## config.mk

```make
export PLATFORM = sky130hd
export DESIGN_NAME = outstanding_address_tracker
export DESIGN_NICKNAME = d
export VERILOG_FILES = /design/src/hdl/oat_pkg.sv /design/src/hdl/oat_datapath.sv /design/src/hdl/oat_ctrl.sv /design/src/hdl/outstanding_address_tracker.sv
export SDC_FILE = /design/constraint.sdc
export NUM_CORES = 2
export LEC_CHECK = 0
export BUFFER_PORTS_ARGS = -buffer_cell sky130_fd_sc_hd__buf_4
export CAP_MARGIN = 0
export CORE_MARGIN = 5
export CORE_UTILIZATION = 30
export DETAILED_ROUTE_END_ITERATION = 6
export PLACE_DENSITY = 0.51
export SLEW_MARGIN = 20
export SYNTH_ARGS = -nofsm -noshare
export SYNTH_HDL_FRONTEND = slang
export SYNTH_HIERARCHICAL = 1
export SYNTH_SLANG_ARGS = --single-unit
```

## constraint.sdc

```tcl
create_clock -name i_clk -period 5.6 [get_ports i_clk]
set_input_delay 0 -clock i_clk [delete_from_list [all_inputs] [get_ports i_clk]]
set_output_delay 0 -clock i_clk [all_outputs]
set_load 0.005 [all_outputs]
```

## src/hdl/oat_pkg.sv

```systemverilog
// ---------------------------------------------------------------------------
// oat_pkg
// Shared types and constants of the outstanding address tracker: table
// geometry, command and status codes, item structs and control/status bundles.
// ---------------------------------------------------------------------------
package oat_pkg;

    localparam int TABLE_DEPTH   = 64;
    localparam int ADDRESS_WIDTH = 32;
    localparam int IDX_W         = $clog2(TABLE_DEPTH);
    localparam int CNT_W         = IDX_W + 1;

    typedef enum logic [1:0] {
        CMD_RECORD  = 2'd0,
        CMD_RELEASE = 2'd1,
        CMD_REPORT  = 2'd2
    } t_cmd;

    typedef enum logic [2:0] {
        STS_RECORDED  = 3'd0,
        STS_FULL      = 3'd1,
        STS_RELEASED  = 3'd2,
        STS_UNTRACKED = 3'd3,
        STS_NULL      = 3'd4,
        STS_LEAK      = 3'd5,
        STS_NO_LEAKS  = 3'd6
    } t_status;

    typedef enum logic [2:0] {
        ST_IDLE,
        ST_DECODE,
        ST_SEARCH,
        ST_SHIFT,
        ST_REPORT
    } t_state;

    typedef struct packed {
        logic [1:0]               cmd;
        logic [ADDRESS_WIDTH-1:0] address;
    } t_in_item;

    typedef struct packed {
        logic [2:0]               status;
        logic [ADDRESS_WIDTH-1:0] entry_address;
        logic [CNT_W-1:0]         held_count;
        logic                     last;
    } t_out_item;

    // Commands from the controller to the datapath
    typedef struct packed {
        logic    load;
        logic    rd_en;
        logic    seek;
        logic    wr_rec;
        logic    wr_shift;
        logic    dec;
        logic    emit;
        t_status emit_status;
        logic    emit_rdata;
        logic    emit_last;
    } t_dp_ctrl;

    // Status from the datapath to the controller
    typedef struct packed {
        logic [1:0] cmd;
        logic       addr_zero;
        logic       full;
        logic       count_zero;
        logic       rd_end;
        logic       rd_valid;
        logic       match;
        logic       rd_last;
    } t_dp_stat;

endpackage

```

## src/hdl/oat_datapath.sv

```systemverilog
// ---------------------------------------------------------------------------
// oat_datapath
// Address table memory, entry count, read pointer and result register.
// ---------------------------------------------------------------------------
module oat_datapath (
    input  logic              i_clk,
    input  logic              i_rst_n,
    input  oat_pkg::t_in_item i_item,
    input  oat_pkg::t_dp_ctrl i_ctrl,
    output oat_pkg::t_dp_stat o_stat,
    output logic              o_strobe,
    output oat_pkg::t_out_item o_result
);

    logic [oat_pkg::ADDRESS_WIDTH-1:0] r_mem [oat_pkg::TABLE_DEPTH];

    logic [oat_pkg::CNT_W-1:0]         r_count;
    logic [oat_pkg::CNT_W-1:0]         n_count;
    logic [oat_pkg::CNT_W-1:0]         r_rd_idx;
    logic                              r_rd_valid;
    logic [oat_pkg::IDX_W-1:0]         r_rdata_idx;
    logic [oat_pkg::ADDRESS_WIDTH-1:0] r_rdata;
    logic [1:0]                        r_cmd;
    logic [oat_pkg::ADDRESS_WIDTH-1:0] r_addr;
    logic                              r_strobe;
    oat_pkg::t_out_item                r_result;

    always_comb begin
        n_count = r_count;
        if (i_ctrl.wr_rec) begin
            n_count = r_count + 1'b1;
        end else if (i_ctrl.dec) begin
            n_count = r_count - 1'b1;
        end
    end

    always_ff @(posedge i_clk) begin
        if (!i_rst_n) begin
            r_count    <= '0;
            r_rd_idx   <= '0;
            r_rd_valid <= 1'b0;
            r_strobe   <= 1'b0;
        end else begin
            r_count    <= n_count;
            r_rd_valid <= i_ctrl.rd_en;
            r_strobe   <= i_ctrl.emit;
            if (i_ctrl.load) begin
                r_rd_idx <= '0;
            end else if (i_ctrl.seek) begin
                r_rd_idx <= {1'b0, r_rdata_idx} + 1'b1;
            end else if (i_ctrl.rd_en) begin
                r_rd_idx <= r_rd_idx + 1'b1;
            end
        end
    end

    // Table memory: one write port, one registered read port
    always_ff @(posedge i_clk) begin
        if (i_ctrl.wr_rec) begin
            r_mem[r_count[oat_pkg::IDX_W-1:0]] <= r_addr;
        end else if (i_ctrl.wr_shift) begin
            r_mem[r_rdata_idx - 1'b1] <= r_rdata;
        end
        if (i_ctrl.rd_en) begin
            r_rdata     <= r_mem[r_rd_idx[oat_pkg::IDX_W-1:0]];
            r_rdata_idx <= r_rd_idx[oat_pkg::IDX_W-1:0];
        end
    end

    always_ff @(posedge i_clk) begin
        if (i_ctrl.load) begin
            r_cmd  <= i_item.cmd;
            r_addr <= i_item.address;
        end
        if (i_ctrl.emit) begin
            r_result.status        <= i_ctrl.emit_status;
            r_result.entry_address <= i_ctrl.emit_rdata ? r_rdata : r_addr;
            r_result.held_count    <= n_count;
            r_result.last          <= i_ctrl.emit_last;
        end
    end

    always_comb begin
        o_stat.cmd        = r_cmd;
        o_stat.addr_zero  = (r_addr == '0);
        o_stat.full       = (r_count == oat_pkg::CNT_W'(oat_pkg::TABLE_DEPTH));
        o_stat.count_zero = (r_count == '0);
        o_stat.rd_end     = (r_rd_idx == r_count);
        o_stat.rd_valid   = r_rd_valid;
        o_stat.match      = (r_rdata == r_addr);
        o_stat.rd_last    = ({1'b0, r_rdata_idx} == (r_count - 1'b1));
    end

    assign o_strobe = r_strobe;
    assign o_result = r_result;

endmodule

```

## src/hdl/oat_ctrl.sv

```systemverilog
// ---------------------------------------------------------------------------
// oat_ctrl
// Command sequencer: decodes an item and steps the datapath through search,
// compaction and report walks.
// ---------------------------------------------------------------------------
module oat_ctrl (
    input  logic              i_clk,
    input  logic              i_rst_n,
    input  logic              start,
    input  oat_pkg::t_dp_stat i_stat,
    output oat_pkg::t_dp_ctrl o_ctrl,
    output logic              busy
);

    oat_pkg::t_state r_state;
    oat_pkg::t_state n_state;

    always_ff @(posedge i_clk) begin
        if (!i_rst_n) begin
            r_state <= oat_pkg::ST_IDLE;
        end else begin
            r_state <= n_state;
        end
    end

    always_comb begin
        n_state            = r_state;
        o_ctrl             = '0;
        o_ctrl.emit_status = oat_pkg::STS_NULL;
        o_ctrl.emit_last   = 1'b1;
        busy               = (r_state != oat_pkg::ST_IDLE);

        case (r_state)
            oat_pkg::ST_IDLE: begin
                if (start) begin
                    o_ctrl.load = 1'b1;
                    n_state     = oat_pkg::ST_DECODE;
                end
            end

            oat_pkg::ST_DECODE: begin
                n_state = oat_pkg::ST_IDLE;
                case (i_stat.cmd)
                    oat_pkg::CMD_RECORD: begin
                        o_ctrl.emit = 1'b1;
                        if (i_stat.addr_zero) begin
                            o_ctrl.emit_status = oat_pkg::STS_NULL;
                        end else if (i_stat.full) begin
                            o_ctrl.emit_status = oat_pkg::STS_FULL;
                        end else begin
                            o_ctrl.wr_rec      = 1'b1;
                            o_ctrl.emit_status = oat_pkg::STS_RECORDED;
                        end
                    end
                    oat_pkg::CMD_RELEASE: begin
                        if (i_stat.addr_zero) begin
                            o_ctrl.emit        = 1'b1;
                            o_ctrl.emit_status = oat_pkg::STS_NULL;
                        end else begin
                            n_state = oat_pkg::ST_SEARCH;
                        end
                    end
                    oat_pkg::CMD_REPORT: begin
                        if (i_stat.count_zero) begin
                            o_ctrl.emit        = 1'b1;
                            o_ctrl.emit_status = oat_pkg::STS_NO_LEAKS;
                        end else begin
                            n_state = oat_pkg::ST_REPORT;
                        end
                    end
                    default: begin
                        n_state = oat_pkg::ST_IDLE;
                    end
                endcase
            end

            oat_pkg::ST_SEARCH: begin
                if (i_stat.rd_valid && i_stat.match) begin
                    // rewind the read pointer to the entry after the hit
                    o_ctrl.seek = 1'b1;
                    n_state     = oat_pkg::ST_SHIFT;
                end else if (i_stat.rd_end && !i_stat.rd_valid) begin
                    o_ctrl.emit        = 1'b1;
                    o_ctrl.emit_status = oat_pkg::STS_UNTRACKED;
                    n_state            = oat_pkg::ST_IDLE;
                end else if (!i_stat.rd_end) begin
                    o_ctrl.rd_en = 1'b1;
                end
            end

            oat_pkg::ST_SHIFT: begin
                o_ctrl.rd_en    = !i_stat.rd_end;
                o_ctrl.wr_shift = i_stat.rd_valid;
                if (i_stat.rd_end && !i_stat.rd_valid) begin
                    o_ctrl.dec         = 1'b1;
                    o_ctrl.emit        = 1'b1;
                    o_ctrl.emit_status = oat_pkg::STS_RELEASED;
                    n_state            = oat_pkg::ST_IDLE;
                end
            end

            oat_pkg::ST_REPORT: begin
                o_ctrl.rd_en = !i_stat.rd_end;
                if (i_stat.rd_valid) begin
                    o_ctrl.emit        = 1'b1;
                    o_ctrl.emit_status = oat_pkg::STS_LEAK;
                    o_ctrl.emit_rdata  = 1'b1;
                    o_ctrl.emit_last   = i_stat.rd_last;
                    if (i_stat.rd_last) begin
                        n_state = oat_pkg::ST_IDLE;
                    end
                end
            end

            default: begin
                n_state = oat_pkg::ST_IDLE;
            end
        endcase
    end

endmodule

```

## src/hdl/outstanding_address_tracker.sv

```systemverilog
// ---------------------------------------------------------------------------
// outstanding_address_tracker
// Ordered table of outstanding nonzero addresses with record, release and
// report commands; release removes the oldest match and closes the gap.
// ---------------------------------------------------------------------------
// Sequence: record, null and empty-report results come straight from decode;
//   release searches the table from the oldest entry, then shifts the later
//   entries down, one table entry a cycle through one read port; report
//   strobes one held entry a cycle, oldest first, and marks the last.
// Throughput: one item at a time; busy drops as the last result is strobed.
// Reset: synchronous, active low; empties the table (count to zero), no sweep.
// ---------------------------------------------------------------------------
module outstanding_address_tracker (
    input  logic               i_clk,
    input  logic               i_rst_n,
    input  logic               start,
    input  oat_pkg::t_in_item  i_item,
    output logic               busy,
    output logic               o_strobe,
    output oat_pkg::t_out_item o_result
);

    // controller <-> datapath bundles
    oat_pkg::t_dp_ctrl w_ctrl;
    oat_pkg::t_dp_stat w_stat;

    // Sequence each item: decode, then walk the table when the command needs it
    oat_ctrl u_ctrl (
        .i_clk   (i_clk),
        .i_rst_n (i_rst_n),
        .start   (start),
        .i_stat  (w_stat),
        .o_ctrl  (w_ctrl),
        .busy    (busy)
    );

    // Hold the table, the count and the registered result; results are
    // strobed for one cycle and cannot be held off
    oat_datapath u_datapath (
        .i_clk    (i_clk),
        .i_rst_n  (i_rst_n),
        .i_item   (i_item),
        .i_ctrl   (w_ctrl),
        .o_stat   (w_stat),
        .o_strobe (o_strobe),
        .o_result (o_result)
    );

endmodule
```

* After elaboration in Yosys (flattened, before gate mapping)
Memories as Yosys holds them, arrays and structs flattened. A register that Yosys moved wholly into a read port is not among the register bits.
Cells that the tools add are included.
** Word-level totals
- Register bits :: 102
- Bits in writable memories :: 2048
- Output and inout bits :: 45
- Memories kept :: 1
** Memories
- u_datapath.r_mem :: words 64, width 32, rd ports 1, clocked after memory_dff 1, write ports 1, RTL line oat_datapath.sv:15 : logic [oat_pkg::ADDRESS_WIDTH-1:0] r_mem [oat_pkg::TABLE_DEPTH];
** Cells by class
- Add/sub/neg operators :: 5
- Reductions and logical operators :: 15
- Multiplexer cells :: 46
- Equal/unequal tests :: 13
- Bitwise logic cells :: 1
** Operators with widths (number)
- two-way mux 32 bit :: 2
- equality test 32 bit :: 1
- zero test 32 bit :: 1
- OR reduction 32 bit :: 1
- two-way mux 7 bit :: 4
- two-way mux 3 bit :: 7
- two-way mux 1 bit :: 18
- two-way mux 4 bit :: 4
- case mux 4 bit (4 select lines) :: 1
- case mux 3 bit (5 select lines) :: 1
- adder 7 x 1 -> 7 bit (second input constant) :: 2
- two-way mux 6 bit :: 2
- case mux 4 bit (3 select lines) :: 1
- adder 6 x 1 -> 7 bit (second input constant) :: 1
- equality test 6 x 7 -> 1 bit :: 1
- equality test 7 bit :: 1
- equality test 7 bit (second input constant) :: 1
- zero test 7 bit :: 1
- subtractor 7 x 1 -> 7 bit (second input constant) :: 1
- equality test 3 x 2 -> 1 bit (second input constant) :: 2
- two-way mux 2 bit :: 3
- case mux 3 bit (2 select lines) :: 1
- subtractor 6 x 1 -> 6 bit (second input constant) :: 1
- two-way mux 5 bit :: 1
- other kinds (17) :: 21

* Depth between registers and ports, before layout
- Depth in word-level cells :: 9
- Depth in mapped cells :: 16

* Hierarchy
Netlist, hierarchy kept.
** By module, submodules not included
- oat_datapath :: cells each 3846, sequential area each 65272.6 um^2, instances 1, area each 83924.2 um^2
- oat_ctrl :: cells each 53, sequential area each 60.1 um^2, instances 1, area each 405.4 um^2

* Worst setup path before layout
No wires, ideal clock.
- Path type :: register to register
- Start point :: register u_datapath/r_rd_idx[0] (netlist bit)
- End point :: register u_datapath/r_rd_idx[6] (netlist bit)
- Path slack :: 0.962 ns
- Setup time :: 0.070 ns
- Stages on the path, launching flop included :: 16
- Data required time :: 5.530 ns
- Clock period less this slack :: 4.638 ns
- Buffers on the path :: 7
- Arrival :: 4.567 ns
- Path through :: dfxtp_1 > buf_4 > buf_4 > buf_6 > buf_4 > buf_4 > buf_4 > xnor2_1 > nand4_1 > nor4_1 > a21oi_1 > clkbuf_1 > o21ai_0 > or3_1 > a21o_1 > a21oi_1
** RTL lines
- start, declared :: RTL line oat_datapath.sv:19 : logic [oat_pkg::CNT_W-1:0] r_rd_idx;
- start signal, assigned :: RTL line oat_datapath.sv:50 : r_rd_idx <= {1'b0, r_rdata_idx} + 1'b1;
- start signal, assigned :: RTL line oat_datapath.sv:52 : r_rd_idx <= r_rd_idx + 1'b1;

==> impl_metrics.toml <==
[critical_path]
crit-reg2reg-launch = "u_datapath/r_addr[13]$_DFFE_PP_"
critical_path.startpoint_type = "flop"
r2r_setup_slack_ns = 1.15
crit_type = "flop to flop"
worst_ep_required_time_ns = 6.06
worst-path-max-fanout = 32
arrival_ns = 4.91
r2r_cells = 12
timing.critical_path.to_type = "flop"
critical_path.reg2reg.endpoint = "u_datapath/r_mem[20][31]$_DFFE_PP_"

[die]
design.die.area_sq_um = 292000
fp.dieH_microns = 540
die-width_microns = 540
initial_utilization = 0.302
floorplan.core_area_sq_um = 280000
fp_rows = 194
floorplan.io_pins = 82

[power_and_ir_drop]
power.total_mw = 33.1
peakVddDrop_mv = 0.312
power-per-cell-area_nw_per_um2 = 335
power_leakage_nw = 29.6

[placement]
preCtsSetupSlack_ns = 1.23
port_buffers = 81
number_of_placed_cells_counting_well_taps = 7676
gp_congestion = 0.884
dp_hpwl_mm = 147

[detailed_routing]
wl_per_cell_microns = 29.4
routed.top_layer = "met5"
wl_met1_mm = 109
first_pass_iteration_count_of_the_detailed_router = 7
num_vias = 41846
remaining_drc_errors = 0
route.antenna.remaining_nets = 0
wirelength_mm = 240
met2RoutedLength_mm = 110
met3WireLength_mm = 14.9
via_per_inst = 5.13
drt_iter0_drc = 4978

[grt]
global_route.usage.total = 0.161
final_global_route_overflow_total = 0
grt_start_max_net_pins = 84
initial_antenna_violation_count = 12
first_pass_grt_wire_length_mm = 336
vias_in_the_first_global_route = 41755

[yosys]
synth_sequential_area_ratio = 0.775
netlist-cell-type-count = 65
yosysTopAreaCellShare = 0.770
synthFlopType = "sky130_fd_sc_hd__edfxtp_1"
synthTopCellsByArea = "sky130_fd_sc_hd__edfxtp_1 (77%), sky130_fd_sc_hd__mux4_2 (13%), sky130_fd_sc_hd__mux2i_1 (0.89%)"
synth_area_per_cell_sq_um = 21.6
syn-cell-area_sq_um = 84300
synthMostInstantiatedCell = "sky130_fd_sc_hd__edfxtp_1"
synthArstFlopShare = 0
synth_seq_cells = 2182
mappedNetlistNets = 3945
yosys.area.top_type = "sky130_fd_sc_hd__edfxtp_1"
syn-instance-count = 3899
synth_top_cells_by_count = "sky130_fd_sc_hd__edfxtp_1 (2163), sky130_fd_sc_hd__mux4_2 (485), sky130_fd_sc_hd__nand2_1 (131), sky130_fd_sc_hd__nor2_1 (131), sky130_fd_sc_hd__clkbuf_1 (76)"
synth-edff-count = 2163
yosys_warnings = 6

[cts]
cts_made_buffers = 214
cts_resized = 0
clock_pin_slew_worst_setup_and_hold_paths_ns = 0.06
tritoncts_num_sinks = 2182
cts-root-to-sink-buffers = 3
post_cts_buffers = 0
holdBufCountCts = 72
cts-root-buf = "sky130_fd_sc_hd__clkbuf_16"
htree_levels = 4
cts_tree = "done"
clock_latency_ns = 0.86

[worst_hold_path]
hold_path_class = "primary input to flop"
hold_start = "start"
hold_path_stages = 4
whs_endpoint = "u_ctrl/r_state[0]$_SDFFE_PN0P_"

[timing]
rsz0062_at_grt = "no"
setup-violations-final = 0
timing.max_slew.rel_slack = 0.276
fin_tns_setup_ns = 0
worst_slack_ns = 1.15
final.setup_skew_ns = 0.0352
period_share = 0.795
timing.final.hold_violations = 0
worst_slew_pin_slew_ns = 1.09
timing.final.max_slew_violations = 0
maximum_clock_frequency_mhz = 225
layout_min_cycle_time_ns = 4.45

[layout]
finalCoreUtilization = 0.353
filler_cells = 25839
area_growth_pct = 17.1
final_cell_count_no_fill = 8160
fin_nets = 4286
post_route_cells_drive_above_1_share = 0.282

[outcome]
outcome = "complete, no violations"

[run]
max_cap_viol_count = 0
## worst max-delay path by stage
| stage | start | to | slack, ns | depth (start not counted) |
|---|---|---|---|---|
| 2_1_floorplan | u_datapath/r_rd_idx[0]$_SDFFE_PP0P_ | u_datapath/r_rd_idx[6]$_SDFFE_PP0P_ | 0.96 | 15 |
| 3_3_place_gp | u_datapath/r_addr[13]$_DFFE_PP_ | u_datapath/r_mem[20][23]$_DFFE_PP_ | 1.21 | 12 |
| 3_5_place_dp | u_datapath/r_count[0]$_SDFF_PN0_ | u_datapath/r_mem[4][5]$_DFFE_PP_ | 1.23 | 11 |
| 4_1_cts | u_datapath/r_addr[13]$_DFFE_PP_ | u_datapath/r_mem[31][11]$_DFFE_PP_ | 1.19 | 11 |
| 5_1_grt | u_datapath/r_count[0]$_SDFF_PN0_ | u_datapath/r_mem[4][16]$_DFFE_PP_ | 1.01 | 11 |
| 6_report | u_datapath/r_addr[13]$_DFFE_PP_ | u_datapath/r_mem[20][31]$_DFFE_PP_ | 1.15 | 12 |
## area by class of cell
type	instances	area, sq um	area share
Multi-Input combinational cell	1486	18400	0.187
Timing Repair Buffer	343	3280	0.0332
Inverter	13	48.8	0.000494
Sequential cell	2182	65300	0.662
Tap cell	3724	4660	0.0472
Antenna cell	11	27.5	0.000279
Clock inverter	127	1270	0.0129
Clock buffer	274	5670	0.0574
## cells by family (layout without fill, tap and decap cells)
| logic type | after synthesis | after routing | share of synthesized area |
|---|---|---|---|
| multiplexers | 621 | 621 | 0.147 |
| AND/OR/NAND/NOR | 424 | 424 | 0.0239 |
| AO/OA/AOI/OAI | 371 | 371 | 0.0325 |
| flip-flops | 2182 | 2182 | 0.775 |
| other | 0 | 11 | 0 |
| adder cells (fa/ha/maj) | 9 | 9 | 0.00134 |
| XOR/XNOR | 61 | 61 | 0.00634 |
| buffers and inverters | 231 | 757 | 0.0146 |
## flip-flops by register name, indices dropped and copies added (netlist names)
register                flops
u_datapath/r_mem         2048
u_datapath/o_result        43
u_datapath/r_addr          32
u_datapath/r_rdata         32
u_datapath/r_count          7
u_datapath/r_rd_idx         7
u_datapath/r_rdata_idx      6
u_ctrl/r_state              3
u_datapath/r_cmd            2
u_datapath/o_strobe         1
u_datapath/r_rd_valid       1
## routing by layer
metal | track usage | vias to the layer above
li1 | - | 17151
met1 | 0.238 | 22887
met2 | 0.247 | 1537
met3 | 0.0247 | 269
met4 | 0.0454 | 2
met5 | 0 | -
## power by group
group / switching, mW / internal, mW
combinational: 0.539 / 0.167
sequential: 0.0322 / 18.0
clock: 6.16 / 8.13
total: 6.73 / 26.3
## layout by cell type, fill, tap and decap left out, drive strengths merged, types with 5 or more instances in the layout
cell type       n
dlygate4sd3    72
clkbuf        274
or3             7
a22oi          16
nor4           18
o22ai          73
a211oi         24
a221oi         67
nor3           11
a211o           7
mux2i          75
mux2           61
nor2          132
a22o           42
nand2         131
mux4          485
nand4          12
a21oi          57
nor2b          29
o21ai          20
nand2b         15
xnor2          15
diode          11
clkinv         96
bufinv         21
o221ai         30
inv            19
dfxtp          19
buf           271
and3           12
edfxtp       2163
xor2           46
ha              9
and2           15
nand3          24
nand3b          5
o31ai           9
## per-stage QoR
step | hold slack, ns | cell area [sq um]
floorplan | 0.0989 | 84300
global placement | 0.196 | 91100
detailed placement | 0.186 | 91100
CTS | 0.0271 | 98700
global route | 0.104 | 98700
finish | 0.119 | 98800
## worst max-delay path, cell delays in order (launching register included)
cell and delay [ns]:
sky130_fd_sc_hd__edfxtp_1 0.44, sky130_fd_sc_hd__nor4_1 0.44, sky130_fd_sc_hd__nand4_1 0.20, sky130_fd_sc_hd__nor2_1 0.36, sky130_fd_sc_hd__nor2b_1 0.11, sky130_fd_sc_hd__nor3b_2 0.26, sky130_fd_sc_hd__nor2b_4 0.30, sky130_fd_sc_hd__nor2_1 0.10
sky130_fd_sc_hd__a21oi_1 0.28, sky130_fd_sc_hd__nand2_1 0.52, sky130_fd_sc_hd__buf_4 0.38, sky130_fd_sc_hd__nor2_4 0.10, sky130_fd_sc_hd__buf_4 0.47
No activity file was read; power rests on OpenSTA's default activity.
